## src/rtl/core/sga_pkg.sv

```systemverilog
package sga_pkg;

   localparam int PULSE_W = 12;
   localparam int TIME_W  = 32;
   localparam int CSR_IDX_W = 3;
   localparam int CSR_DATA_W = 32;

   localparam logic [CSR_IDX_W-1:0] CSR_THRUST_LOW = 3'd0;
   localparam logic [CSR_IDX_W-1:0] CSR_YAW_LOW    = 3'd1;
   localparam logic [CSR_IDX_W-1:0] CSR_YAW_HIGH   = 3'd2;
   localparam logic [CSR_IDX_W-1:0] CSR_YAW_MID    = 3'd3;
   localparam logic [CSR_IDX_W-1:0] CSR_TOLERANCE  = 3'd4;
   localparam logic [CSR_IDX_W-1:0] CSR_ARM_HOLD   = 3'd5;
   localparam logic [CSR_IDX_W-1:0] CSR_DISARM_HOLD = 3'd6;

   localparam logic [PULSE_W-1:0] RST_THRUST_LOW = 12'd1000;
   localparam logic [PULSE_W-1:0] RST_YAW_LOW    = 12'd1000;
   localparam logic [PULSE_W-1:0] RST_YAW_HIGH   = 12'd2000;
   localparam logic [PULSE_W-1:0] RST_YAW_MID    = 12'd1500;
   localparam logic [PULSE_W-1:0] RST_TOLERANCE  = 12'd25;
   localparam logic [TIME_W-1:0]  RST_HOLD_US    = 32'd1000000;

   typedef enum logic [1:0] {
      PH_WAITING   = 2'd0,
      PH_ARMING    = 2'd1,
      PH_DISARMING = 2'd2,
      PH_BLOCKING  = 2'd3
   } phase_type;

   typedef struct packed {
      logic [PULSE_W-1:0] thrust_low_center;
      logic [PULSE_W-1:0] yaw_low_center;
      logic [PULSE_W-1:0] yaw_high_center;
      logic [PULSE_W-1:0] yaw_mid_center;
      logic [PULSE_W-1:0] window_tolerance;
      logic [TIME_W-1:0]  arm_hold_us;
      logic [TIME_W-1:0]  disarm_hold_us;
   } cfg_type;

   typedef struct packed {
      logic              armed;
      phase_type         phase;
      logic [TIME_W-1:0] gesture_start;
   } gstate_type;

   // inclusive window test: |v - c| <= tol
   function automatic logic in_window(input logic [PULSE_W-1:0] v,
                                      input logic [PULSE_W-1:0] c,
                                      input logic [PULSE_W-1:0] tol);
      logic [PULSE_W-1:0] d;
      d = (v >= c) ? (v - c) : (c - v);
      return d <= tol;
   endfunction

endpackage

```

## src/rtl/core/sga_eval.sv

```systemverilog
module sga_eval (
   input  sga_pkg::cfg_type                  cfg,
   input  sga_pkg::gstate_type               cur,
   input  logic [sga_pkg::PULSE_W-1:0]       thrust_pulse,
   input  logic [sga_pkg::PULSE_W-1:0]       yaw_pulse,
   input  logic [sga_pkg::TIME_W-1:0]        now_us,
   output sga_pkg::gstate_type               nxt
);
   import sga_pkg::*;

   logic              thr_low;
   logic              yaw_low;
   logic              yaw_high;
   logic              yaw_mid;
   phase_type         entry_phase;
   logic [TIME_W-1:0] start;
   logic [TIME_W-1:0] elapsed;

   assign thr_low  = in_window(thrust_pulse, cfg.thrust_low_center, cfg.window_tolerance);
   assign yaw_low  = in_window(yaw_pulse, cfg.yaw_low_center, cfg.window_tolerance);
   assign yaw_high = in_window(yaw_pulse, cfg.yaw_high_center, cfg.window_tolerance);
   assign yaw_mid  = in_window(yaw_pulse, cfg.yaw_mid_center, cfg.window_tolerance);

   // releasing the block drops straight into waiting for this same sample
   assign entry_phase = (cur.phase == PH_BLOCKING) ? PH_WAITING : cur.phase;
   assign start   = (entry_phase == PH_WAITING) ? now_us : cur.gesture_start;
   assign elapsed = now_us - start;

   always_comb begin
      nxt = cur;
      if (cur.phase == PH_BLOCKING && !yaw_mid) begin
         nxt = cur;
      end else if (!thr_low) begin
         nxt.phase = PH_WAITING;
      end else begin
         nxt.gesture_start = start;
         if (yaw_low) begin
            if (elapsed >= cfg.arm_hold_us) begin
               nxt.armed = 1'b1;
               nxt.phase = PH_BLOCKING;
            end else begin
               nxt.phase = PH_ARMING;
            end
         end else if (yaw_high) begin
            if (elapsed >= cfg.disarm_hold_us) begin
               nxt.armed = 1'b0;
               nxt.phase = PH_BLOCKING;
            end else begin
               nxt.phase = PH_DISARMING;
            end
         end else begin
            nxt.phase = PH_WAITING;
         end
      end
   end

endmodule

```

## src/rtl/core/stick_gesture_arming_fsm_unit.sv

```systemverilog
// an input transfer passes the input register, then the result register, before its result transfer
// throughput: one sample per cycle while results are not stalled; the armed/phase/start state
// is set by the window compares and one 32-bit subtract, so samples can follow back to back
// reset: synchronous, active high; clears pipeline valids, disarms, sets phase to waiting
// and restores every configuration register to its default
module stick_gesture_arming_fsm_unit (
   input  logic                               clock,
   input  logic                               reset,
   input  logic                               req_tvalid,
   output logic                               req_tready,
   input  logic [55:0]                        req_tdata,  // thrust_pulse, yaw_pulse, now_us
   output logic                               rsp_tvalid,
   input  logic                               rsp_tready,
   output logic [7:0]                         rsp_tdata,  // is_armed, phase, zero fill
   input  logic                               csr_we,
   input  logic [sga_pkg::CSR_IDX_W-1:0]      csr_index,
   input  logic [sga_pkg::CSR_DATA_W-1:0]     csr_wdata
);
   import sga_pkg::*;

   cfg_type            cfg_ff;
   gstate_type         state_ff;
   gstate_type         state_in;
   logic               s1_valid_ff;
   logic [PULSE_W-1:0] thrust_ff;
   logic [PULSE_W-1:0] yaw_ff;
   logic [TIME_W-1:0]  now_ff;
   logic               out_valid_ff;
   logic               out_armed_ff;
   phase_type          out_phase_ff;
   logic               advance;

   assign advance    = !out_valid_ff || rsp_tready;
   assign req_tready = !s1_valid_ff || advance;

   // configuration registers
   always_ff @(posedge clock) begin
      if (reset) begin
         cfg_ff.thrust_low_center <= RST_THRUST_LOW;
         cfg_ff.yaw_low_center    <= RST_YAW_LOW;
         cfg_ff.yaw_high_center   <= RST_YAW_HIGH;
         cfg_ff.yaw_mid_center    <= RST_YAW_MID;
         cfg_ff.window_tolerance  <= RST_TOLERANCE;
         cfg_ff.arm_hold_us       <= RST_HOLD_US;
         cfg_ff.disarm_hold_us    <= RST_HOLD_US;
      end else if (csr_we) begin
         case (csr_index)
            CSR_THRUST_LOW:  cfg_ff.thrust_low_center <= csr_wdata[PULSE_W-1:0];
            CSR_YAW_LOW:     cfg_ff.yaw_low_center    <= csr_wdata[PULSE_W-1:0];
            CSR_YAW_HIGH:    cfg_ff.yaw_high_center   <= csr_wdata[PULSE_W-1:0];
            CSR_YAW_MID:     cfg_ff.yaw_mid_center    <= csr_wdata[PULSE_W-1:0];
            CSR_TOLERANCE:   cfg_ff.window_tolerance  <= csr_wdata[PULSE_W-1:0];
            CSR_ARM_HOLD:    cfg_ff.arm_hold_us       <= csr_wdata[TIME_W-1:0];
            CSR_DISARM_HOLD: cfg_ff.disarm_hold_us    <= csr_wdata[TIME_W-1:0];
            default: ;
         endcase
      end
   end

   // input register
   always_ff @(posedge clock) begin
      if (reset) begin
         s1_valid_ff <= 1'b0;
      end else if (req_tready) begin
         s1_valid_ff <= req_tvalid;
      end
      if (req_tready && req_tvalid) begin
         thrust_ff <= req_tdata[11:0];
         yaw_ff    <= req_tdata[23:12];
         now_ff    <= req_tdata[55:24];
      end
   end

   sga_eval u_eval (
      .cfg          (cfg_ff),
      .cur          (state_ff),
      .thrust_pulse (thrust_ff),
      .yaw_pulse    (yaw_ff),
      .now_us       (now_ff),
      .nxt          (state_in)
   );

   // gesture state and result register, updated when the sample moves on
   always_ff @(posedge clock) begin
      if (reset) begin
         state_ff.armed         <= 1'b0;
         state_ff.phase         <= PH_WAITING;
         state_ff.gesture_start <= '0;
         out_valid_ff           <= 1'b0;
      end else if (advance) begin
         out_valid_ff <= s1_valid_ff;
         if (s1_valid_ff) begin
            state_ff <= state_in;
         end
      end
      if (advance && s1_valid_ff) begin
         out_armed_ff <= state_in.armed;
         out_phase_ff <= state_in.phase;
      end
   end

   assign rsp_tvalid = out_valid_ff;
   assign rsp_tdata  = {5'b0, out_phase_ff, out_armed_ff};

endmodule

```

## config.mk

```make
export PLATFORM = sky130hd
export DESIGN_NAME = stick_gesture_arming_fsm_unit
export DESIGN_NICKNAME = d
export VERILOG_FILES = /design/src/rtl/core/sga_pkg.sv /design/src/rtl/core/sga_eval.sv /design/src/rtl/core/stick_gesture_arming_fsm_unit.sv
export SDC_FILE = /design/constraint.sdc
export NUM_CORES = 1
export LEC_CHECK = 0
export BUFFER_PORTS_ARGS = -buffer_cell sky130_fd_sc_hd__buf_2
export CAP_MARGIN = 5
export CORE_ASPECT_RATIO = 1.4
export CORE_MARGIN = 3
export CORE_UTILIZATION = 55
export CTS_CLUSTER_DIAMETER = 30
export DETAILED_ROUTE_END_ITERATION = 8
export PLACE_DENSITY_LB_ADDON = 0.05
export SYNTH_ARGS = -nofsm -noshare
export SYNTH_HDL_FRONTEND = slang
export SYNTH_HIERARCHICAL = 1
export SYNTH_SLANG_ARGS = --single-unit
export TNS_END_PERCENT = 10
```

## constraint.sdc

```tcl
create_clock -name clock -period 5.65 [get_ports clock]
set_clock_uncertainty 0.05 [all_clocks]
set_input_delay 1.13 -clock clock [delete_from_list [all_inputs] [get_ports clock]]
set_output_delay 1.13 -clock clock [all_outputs]
set_load 0.01 [all_outputs]
```

* Word-level counts from Yosys, hierarchy flattened
Cells that the tools add are included.
** Storage, ports and cells
- Register bits :: 220
- Input bits :: 96
- Logic and storage cells :: 80
** Operators by class
- Add/sub/neg operators :: 9
- Magnitude comparators :: 10
- Equal/unequal tests :: 7
- Multiplexer cells :: 17
- Bitwise gates (word level) :: 1
- Reductions and logical operators :: 19
** Operator list (number)
- $sub A12 B12 Y12 :: 8
- $ge A32 B32 Y1 :: 2
- $mux W32 :: 2
- $ge A12 B12 Y1 :: 4
- $le A12 B12 Y1 :: 4
- $mux W12 :: 4
- $mux W35 :: 1
- $sub A32 B32 Y32 :: 1
- $reduce_and A2 Y1 :: 8
- $eq A3 B3 Y1 const B :: 3
- $mux W2 :: 4
- $eq A3 B2 Y1 const B :: 2
- $mux W1 :: 5
- $reduce_and A4 Y1 :: 1
- $eq A3 B1 Y1 const B :: 1
- $logic_and A1 B1 Y1 :: 3
- $logic_not A1 Y1 :: 3
- $logic_not A3 Y1 :: 1
- $mux W3 :: 1
- $eq A2 B2 Y1 const B :: 1
- $logic_not A2 Y1 :: 1
- $logic_or A1 B1 Y1 :: 2
- $not A1 Y1 :: 1

* Depth between registers and ports, before layout
Gate-level depths: netlist of run 1.
- Word-level depth :: 11
- Mapped depth :: 28
- Depth with buffers taken out :: 26

* By module
Netlist of run 1, hierarchy kept.
** Modules (own cells, without submodules)
- sga_eval :: times used 1, cells each 1262, area each 9283.9 um^2
- stick_gesture_arming_fsm_unit :: times used 1, cells each 725, area each 7860.0 um^2

* Least setup slack after synthesis of run 1
OpenSTA, ideal clock, no wires.
- Path type :: flip-flop to flip-flop
- Start :: reg state_ff[32] (netlist name)
- End :: reg out_phase_ff[1] (data pin)
- Data arrival time :: 5.422 ns
- Slack :: -0.088 ns
- Stages on the path, launching flop included :: 26
- Path through :: dfxtp_1 ha_1 buf_2 buf_1 clkbuf_1 mux2i_1 ha_1 clkbuf_1 a21o_1 a21o_1 a21oi_1 a21boi_0 a41oi_4 a311oi_4 o21bai_1 xor2_1 ha_1 a21o_1 a21oi_1 nor2b_1 o21ai_0 nand2b_1 a21oi_1 o21ai_0 o311a_1 a221o_1
** RTL lines
- start, declared :: line stick_gesture_arming_fsm_unit.sv:22 : gstate_type state_ff;
- start signal, assigned :: line stick_gesture_arming_fsm_unit.sv:93 : state_ff <= state_in;
- end signal, assigned :: line stick_gesture_arming_fsm_unit.sv:98 : out_phase_ff <= state_in.phase;
- end, declared :: line stick_gesture_arming_fsm_unit.sv:30 : phase_type out_phase_ff;

==> impl_metrics.tcl, run 1 <==
set metrics [dict create \
    clk_latency_ns 0.55 \
    async_flop_share_pct 0 \
    layout.nets 2420 \
    timing.final.crit_share_pct 95.1 \
    via_per_inst 5.67 \
    ant_nets 0 \
    endpoint_kind "flip-flop" \
    synth-seq-cells 220 \
    clk_pin_slew_ns 0.05 \
    avgRoutedWirePerCell_um 18.1 \
    relSlewSlack_pct 31.5 \
    rows 75 \
    cts_buffers 49 \
    syn_inst 1987 \
    arrival_ns 5.72 \
    cts_hold_buf 0 \
    grt_overflow_total 0 \
    antenna_cells 0 \
    tritoncts "built" \
    synth_top_cell_area_share_pct 18.8 \
    synth_warnings 6 \
    io_buffers 100 \
    crit_fanout 11 \
    cpLargestDelayFamily "compound AO/OA/AOI/OAI gates" \
    yosysSeqAreaShare_pct 29.1 \
    cp_slowest_cell "o41a_1" \
    drc 0 \
    outcome "completed" \
    drt_iter0_markers 681 \
    firstDrtPassIters 5 \
    setup_viol 0 \
    clock_sinks 220 \
    htreeDepth 2 \
    fin_crit_ns 5.37 \
    die_h_um 215 \
    antenna_found_initial 0 \
    num_vias 14200 \
    power_density_nw_per_um2 336 \
    cts_buffer_depth 3 \
    crit_required_ns 6.00 \
    first_global_vias 14100 \
    design_area_um2 19900 \
    groute.usage.overall_pct 26.5 \
    tightestPinTransition_ns 1.02 \
    post-route-util_pct 65.7 \
    start_util_pct 56.6 \
    max_clock_freq_mhz 186 \
    setup_slack_ns 0.279 \
    die_area_um2 33400 \
    synthFlopType "dfxtp_1" \
    grt_pass1_wl_um 72200 \
    synth_area_leader_cell "dfxtp_1" \
    hold_viol_final 0 \
    synth-edff-count 59 \
    dpl_cell_area_um2 17900 \
    p_leak_nw 8.80 \
    crit_buf_inv 5 \
    drive_above_1_share_pct 13.3 \
    routed_wl_um 45400 \
    min_path_type "flip-flop to flip-flop" \
    hpwl_um 35000 \
    multi_input_area_um2 11100 \
    ir_worst_vdd_mv 0.310 \
    crit_type "flip-flop to flip-flop" \
    dieWidth_um 155 \
    max_cap_viol_count 0 \
    num_io_pins 106 \
    slew_viol_final 0 \
    yosysMostFrequentCell "ha_1" \
    syn2layout_area_growth_pct 16.1 \
    grt_start_max_net_pins 113 \
    syn_area_per_cell_um2 8.63 \
    dp.cells 2417 \
    synth_common_cells "ha_1, a21oi_1, inv_1" \
    pre_cts_ws_ns -0.271 \
    ys_top_cells_by_area "dfxtp_1, ha_1, edfxtp_1" \
    core_um2 30300 \
    seqCellArea_um2 4990 \
    cts_root_buffer "clkbuf_16" \
    final.setup.tns_ns 0 \
    syn_area_um2 17100 \
    cp_common_cell "a21o_1" \
    synth.distinct_cells 84 \
    gp_congestion 0.975 \
    final_cell_count_no_fill 2511 \
    final.fill_count 2608 \
    worstSetupStartpointType "flip-flop" \
    max_stage_delay_ns 0.40 \
]
-- state kept, by name, summed over array words and instances, names as in the netlist --
register	flops
state_ff	35
thrust_ff	12
s1_valid_ff	1
rsp_tvalid	1
out_armed_ff	1
yaw_ff	12
now_ff	32
cfg_ff	124
out_phase_ff	2
-- final timing paths --
path	startpoint	endpoint	slack (ns)	depth (start not counted)
worst min register to register	cfg_ff[54]	cfg_ff[54]	0.40	2
worst max-delay path	yaw_ff[0]	state_ff[34]	0.28	27
worst min-delay path	cfg_ff[54]	cfg_ff[54]	0.40	2
worst max register to register	yaw_ff[0]	state_ff[34]	0.28	27
-- layout make-up --
| type | instances | share of cell area (%) |
|---|---|---|
| multi-input cells | 1504 | 56.0 |
| flip-flops and latches | 220 | 25.1 |
| clock buffers | 69 | 7.64 |
| repair buffers | 136 | 4.17 |
| inverters | 174 | 3.28 |
| well taps | 385 | 2.42 |
| clock inverters | 23 | 1.43 |
-- cell families (layout without fill, tap and decap cells) --
logic type | after synthesis | after routing | synth area share [%]
xor gates and xnor gates | 70 | 70 | 3.58
DFF | 220 | 220 | 29.1
buffers and inverters | 267 | 402 | 6.84
and+or+nand+nor | 566 | 566 | 16.4
AOI/OAI and AO/OA | 492 | 492 | 18.4
other | 1 | 5 | 0.0219
adders and majority gates | 240 | 240 | 17.9
muxes | 131 | 131 | 7.75
-- per-layer routing --
layer  routed length, um  GRT usage [%]  share of wire (%)
met5                   0              0                  0
met4                2130           11.7                4.7
met3                1820           3.74                4.0
met2               23800           49.7                 52
met1               17600           29.3                 39
-- layout by cell type, fill, tap and decap left out, types with 7 or more instances in the layout --
cell	synthesis	final
fa_1	8	8
and3_1	7	7
or3_1	7	7
nor3_1	65	63
a21oi_1	226	221
nand4_1	30	30
clkbuf_8	0	7
nand2_1	155	155
a21o_1	102	102
xor2_1	29	29
nand3_1	13	13
dfxtp_1	161	161
a211oi_1	12	11
nand2b_1	83	83
mux2_2	14	14
inv_1	174	174
a31oi_1	9	9
mux2i_1	117	117
buf_2	25	99
nor2b_1	33	32
clkbuf_16	0	56
nor2_1	133	132
buf_4	15	31
ha_1	231	229
xnor2_1	41	41
o21a_1	15	15
o21ai_0	47	45
edfxtp_1	59	59
o21bai_1	13	13
-- per-stage QoR --
step           hold slack, ns  total power, mW
3_3_place_gp            0.392             3.59
6_report                0.401             6.68
4_1_cts                 0.403             6.70
3_5_place_dp            0.397             3.63
2_1_floorplan           0.386             3.13
5_1_grt                 0.420             7.05
-- report_power, final --
part	switching [mW]	internal [mW]
Sequential	0.0565	1.70
Clock	0.923	2.10
Combinational	1.07	0.829
-- what timing repair did --
action	in CTS	in global routing
endpoints found under the setup margin	4	37
buffers inserted	0	3
gates resized for setup	4	23
pin swaps	0	5
-- worst register-to-register path: stages (launching register included) --
cell	delay (ns)
edfxtp_1	0.39
inv_1	0.10
buf_4	0.13
ha_1	0.16
inv_1	0.07
fa_1	0.38
a21o_1	0.19
a21o_1	0.19
a21oi_1	0.17
nor2b_1	0.09
o41a_1	0.40
nor4_1	0.32
o21ai_1	0.12
buf_4	0.22
mux2i_1	0.20
xnor2_1	0.14
ha_1	0.26
a21o_1	0.16
a21o_1	0.17
a21oi_1	0.26
o221ai_1	0.17
o21a_1	0.18
nor3_2	0.15
buf_4	0.15
o41ai_2	0.07
o22a_1	0.21
nand2b_1	0.07
mux2i_1	0.06
(Power assumes the default switching activity.)
==> run 2, diff against run 1 <==
==> constraint.sdc (replaced) <==
create_clock -name clock -period 5.81 [get_ports clock]
set_clock_uncertainty 0.05 [all_clocks]
set_input_delay 1.162 -clock clock [delete_from_list [all_inputs] [get_ports clock]]
set_output_delay 1.162 -clock clock [all_outputs]
set_load 0.01 [all_outputs]
==> run 2 against run 1 <==
  * Sequential share of layout area rose by 0.26 points
  * Sequential power fell by 3%
  * Hold slack barely moved
==> impl_metrics.tcl, run 2 (synthesis results as in run 1) <==
set metrics [dict create \
    grt_setup_unrepaired "no" \
    arrival_ns 5.86 \
    dp.cells 2407 \
    seqCellArea_um2 4990 \
    crit_required_ns 6.18 \
    crit_fanout 6 \
    antenna_found_initial 2 \
    num_vias 14200 \
    endpoint_kind "flip-flop" \
    rows 75 \
    clkPwrFrac_pct 44.6 \
    tritoncts "built" \
    p_comb_share_pct 28.7 \
    power_density_nw_per_um2 324 \
    max_clock_freq_mhz 182 \
    gp_congestion 0.934 \
    setup_viol 0 \
    timing.final.crit_share_pct 94.6 \
    final_common_cell "ha_1" \
    first_global_vias 14300 \
    die_h_um 215 \
    firstDrtPassIters 5 \
    cts_root_buffer "clkbuf_16" \
    relSlewSlack_pct 26.2 \
    cts_buffer_depth 3 \
    fin_crit_ns 5.49 \
    p_int_mw 4.32 \
    hpwl_um 36100 \
    wl_met3_um 1380 \
    outcome "completed" \
    wl_met1_um 18300 \
    drt_iter0_markers 573 \
    wl_met2_um 24600 \
    final.fill_count 2641 \
    multi_input_area_um2 11100 \
    drc 0 \
    final.setup.tns_ns 0 \
    clk_latency_ns 0.57 \
    ant_nets 0 \
    io_buffers 100 \
    grt_start_max_net_pins 110 \
    dieWidth_um 155 \
    ir_worst_vdd_mv 0.270 \
    hold_viol_final 0 \
    grt_overflow_total 0 \
    num_io_pins 106 \
    p_sw_share_pct 32.3 \
    p_switching_mw 2.07 \
    clock_sinks 220 \
    most-common-layout-cells "ha_1, a21oi_1, inv_1" \
    start_util_pct 56.6 \
    syn2layout_area_growth_pct 14.9 \
    largestRegisters "cfg_ff x124, state_ff x35, now_ff x32" \
    top_register "cfg_ff" \
    max_cap_viol_count 0 \
    dr.max_layer_used "met5" \
    tightestPinTransition_ns 1.10 \
    die_area_um2 33400 \
    p_leak_nw 8.73 \
    via_per_inst 5.67 \
    crit_type "flip-flop to flip-flop" \
    post-route-util_pct 65.0 \
    largest_reg_flops 124 \
    antenna_cells 0 \
    clk_pin_slew_ns 0.05 \
    core_um2 30300 \
    slew_viol_final 0 \
    final_cell_count_no_fill 2506 \
    groute.usage.overall_pct 27.5 \
    worstSetupStartpointType "flip-flop" \
    routed_wl_um 46900 \
    seqPwrFrac_pct 26.8 \
    cts_hold_buf 0 \
    min_path_type "flip-flop to flip-flop" \
    layout.nets 2413 \
    avgRoutedWirePerCell_um 18.7 \
    grt_pass1_wl_um 73600 \
    drive_above_1_share_pct 12.6 \
    r2r_slack_ns 0.32 \
    cts_buffers 52 \
    htreeDepth 2 \
]
[run 2: changes by cell type in the layout (fill, tap and decap cells not counted), moves of 3 or more]
cell	delta
a21oi_1	+4
a21oi_2	-3
buf_12	-3
buf_4	-8
bufinv_16	-4
clkinv_2	+5
clkinv_4	+4
[run 2: critical path, cell delays in order (launching register included)]
cell      delay [ns]
edfxtp_1        0.46
inv_1           0.14
ha_1            0.21
inv_1           0.08
fa_1            0.39
a21o_1          0.19
a21o_1          0.18
a21oi_1         0.14
nor2b_1         0.07
o41a_1          0.36
nor4_2          0.25
o21ai_2         0.18
mux2_2          0.31
ha_1            0.28
nor2b_1         0.14
o21a_1          0.16
o21a_1          0.16
o21ai_0         0.17
a21oi_1         0.12
o311a_4         0.43
nor2_4          0.23
buf_4           0.18
mux2_2          0.32
nand2b_1        0.07
mux2i_1         0.07
[run 2: path summary, 6_finish.rpt]
kind,to,startpoint,cells past startpoint
setup / recovery,state_ff[0],yaw_ff[0],24
hold / removal,cfg_ff[13],cfg_ff[13],2
setup reg to reg,state_ff[0],yaw_ff[0],24
hold reg to reg,cfg_ff[13],cfg_ff[13],2
[run 2: timing repair]
item	CTS	global route
buffers inserted	0	1
endpoints found under the setup margin	0	38
gates resized for setup	0	11
[run 2: final cells by class]
| cell class | instances | area share, % |
|---|---|---|
| clock inverter | 30 | 1.35 |
| tap | 385 | 2.44 |
| timing repair buffer | 126 | 3.73 |
| sequential | 220 | 25.3 |
| inverter | 174 | 3.31 |
| multi-input combinational | 1504 | 56.2 |
| clock buffer | 67 | 7.63 |
[run 2: power by group through the flow]
| stage | combinational, mW | sequential (mW) | clock [mW] |
|---|---|---|---|
| 2_1_floorplan | 1.33 | 1.72 | 0 |
| 3_3_place_gp | 1.76 | 1.73 | 0 |
| 3_5_place_dp | 1.79 | 1.74 | 0 |
| 4_1_cts | 1.80 | 1.71 | 2.90 |
| 5_1_grt | 2.06 | 1.72 | 2.97 |
| 6_report | 1.83 | 1.71 | 2.85 |
[run 2: per-layer routing]
metal / vias to the layer above / GRT usage (%)
met1: 6613 / 29.5
li1: 7164 / -
met4: 4 / 14.0
met3: 135 / 3.50
met2: 293 / 51.8
met5: - / 0
[run 2: through the flow]
stage | worst slack (ns) | hold slack [ns] | cell area, um^2 | power (mW)
6_report | 0.315 | 0.401 | 19700 | 6.39
5_1_grt | 0.0188 | 0.422 | 19700 | 6.75
4_1_cts | 0.0942 | 0.404 | 19600 | 6.41
3_5_place_dp | 0.0937 | 0.397 | 17800 | 3.52
3_3_place_gp | 0.235 | 0.392 | 17800 | 3.49
2_1_floorplan | 0.0719 | 0.386 | 17200 | 3.05
==> run 3, diff against run 2 <==
--- a/config.mk
+++ b/config.mk
@@ -12,7 +12,8 @@
 export CORE_UTILIZATION = 55
 export CTS_CLUSTER_DIAMETER = 30
 export DETAILED_ROUTE_END_ITERATION = 8
-export PLACE_DENSITY_LB_ADDON = 0.05
+export GPL_ROUTABILITY_DRIVEN = 1
+export PLACE_DENSITY = 0.74
 export SYNTH_ARGS = -nofsm -noshare
 export SYNTH_HDL_FRONTEND = slang
 export SYNTH_HIERARCHICAL = 1
==> run 3 against run 2 <==
  * Fmax about the same
  * Register-to-register slack about the same
  * Clock power decreased by 1%
  * Sequential share of layout area increased by 0.12 points
  * Non-clock buffer count unchanged
  * Utilization decreased by 0.31 points
  * Setup slack got worse by 0.0014 ns
  * Critical endpoint is now state_ff[34]
==> impl_metrics.tcl, run 3 (synthesis results as in run 1) <==
set metrics [dict create \
    clk_pin_slew_ns 0.05 \
    largestRegisters "cfg_ff x124, state_ff x35, now_ff x32" \
    slew_viol_final 0 \
    firstDrtPassIters 5 \
    cts_buffer_depth 3 \
    grt_overflow_total 0 \
    setup_viol 0 \
    endpoint_kind "flip-flop" \
    timing.hold.ws_ns 0.401 \
    final_common_cell "ha_1" \
    min_path_type "flip-flop to flip-flop" \
    arrival_ns 5.93 \
    worstSetupStartpointType "flip-flop" \
    timing.final.crit_share_pct 94.6 \
    cts_root_buffer "clkbuf_16" \
    htreeDepth 2 \
    tightestPinTransition_ns 1.08 \
    outcome "completed" \
    start_util_pct 56.6 \
    largest_reg_flops 124 \
    core_um2 30300 \
    grt_start_max_net_pins 140 \
    clkPwrFrac_pct 44.3 \
    hpwl_um 34800 \
    final.fill_count 2542 \
    max_clock_freq_mhz 182 \
    avgRoutedWirePerCell_um 18.4 \
    io_buffers 100 \
    crit_required_ns 6.24 \
    first_global_vias 14600 \
    drive_above_1_share_pct 12.1 \
    most-common-layout-cells "ha_1, a21oi_1, inv_1" \
    syn2layout_area_growth_pct 14.4 \
    crit_fanout 18 \
    routed_wl_um 45900 \
    tritoncts "built" \
    layout.nets 2408 \
    p_sw_share_pct 31.6 \
    clk_latency_ns 0.56 \
    relSlewSlack_pct 27.7 \
    num_vias 14400 \
    dieWidth_um 155 \
    groute.usage.overall_pct 26.6 \
    top_register "cfg_ff" \
    rows 75 \
    p_switching_mw 2.00 \
    p_leak_nw 8.68 \
    max_cap_viol_count 0 \
    fin_crit_ns 5.50 \
    drt_iter0_markers 672 \
    hold_viol_final 0 \
    via_per_inst 5.75 \
    power_density_nw_per_um2 323 \
    num_io_pins 106 \
    ir_worst_vdd_mv 0.279 \
    p_comb_share_pct 28.7 \
    seqPwrFrac_pct 27.0 \
    final.setup.tns_ns 0 \
    cts_buffers 47 \
    ant_nets 0 \
    crit_type "flip-flop to flip-flop" \
    die_h_um 215 \
    p_int_mw 4.34 \
    clock_sinks 220 \
    gp_congestion 0.967 \
    grt_pass1_wl_um 72400 \
    drc 0 \
    antenna_found_initial 3 \
    die_area_um2 33400 \
]
run 3: changes by cell type in the layout (fill, tap and decap cells not counted), sizes merged:
cell,change
bufinv,+5
clkbuf,-11
clkinv,-13
clkinvlp,-1
diode,+2
inv,+8
run 3: critical path: stages, from the launching register on:
cell and delay, ns:
dfxtp_1 0.40, ha_4 0.30, o21ai_0 0.29, ha_1 0.28, nor2_1 0.08, o31ai_2 0.30, a31oi_2 0.19, o41ai_4 0.42
buf_4 0.20, or2b_1 0.22, a21o_1 0.17, a21oi_1 0.23, o21ai_0 0.15, xor2_1 0.24, ha_1 0.29, and4_1 0.19
a21oi_1 0.13, a21boi_0 0.12, o31a_1 0.29, o41ai_1 0.46, o22a_1 0.24, nand2b_1 0.06, mux2i_1 0.12
run 3: what timing repair did:
action / 4_1_cts / 5_1_grt
hold buffers: 0 / 0
gates resized for setup: 0 / 6
setup endpoints to repair: 0 / 37
buffers inserted: 0 / 1
run 3: area by class of cell:
class	count	area, um^2	area share, %
clock buffer	56	1320	6.71
inverter	174	653	3.33
tap	385	482	2.46
timing repair buffer	126	744	3.80
clock inverter	29	358	1.82
antenna	2	5.00	0.0255
multi-input combinational	1504	11100	56.4
sequential	220	4990	25.5
run 3: worst paths after layout:
check,end,slack (ns),start,cells after the start
setup reg to reg,state_ff[34],0.31,state_ff[32],22
setup / recovery,state_ff[34],0.31,state_ff[32],22
hold reg to reg,cfg_ff[69],0.40,cfg_ff[69],2
hold / removal,cfg_ff[69],0.40,cfg_ff[69],2
run 3: layer usage:
layer  GRT usage, %  up-vias  routed length, um
met5              0        -                 16
met4           14.4        2               2760
met3           3.72      150               1640
met2           49.6      330              23700
met1           28.6     6715              17900
li1               -     7160                  -
run 3: metrics by stage:
step / setup slack [ns] / total power, mW / instances / utilization, % / area, um^2
after floorplan: 0.0719 / 3.05 / 1991 / - / 17200
after global placement: 0.374 / 3.45 / 2407 / 58.9 / 17900
after detailed placement: 0.263 / 3.50 / 2407 / 58.9 / 17900
after CTS: 0.215 / 6.34 / 2492 / 64.4 / 19500
after global routing: -0.000571 / 6.68 / 2495 / 64.7 / 19600
final: 0.314 / 6.34 / 2496 / 64.7 / 19600
run 3: power by group through the flow:
stage	clock, mW	combinational (mW)	sequential, mW
after floorplan	0	1.33	1.72
after global placement	0	1.72	1.74
after detailed placement	0	1.77	1.74
after CTS	2.85	1.78	1.71
after global routing	2.93	2.03	1.72
final	2.81	1.82	1.71
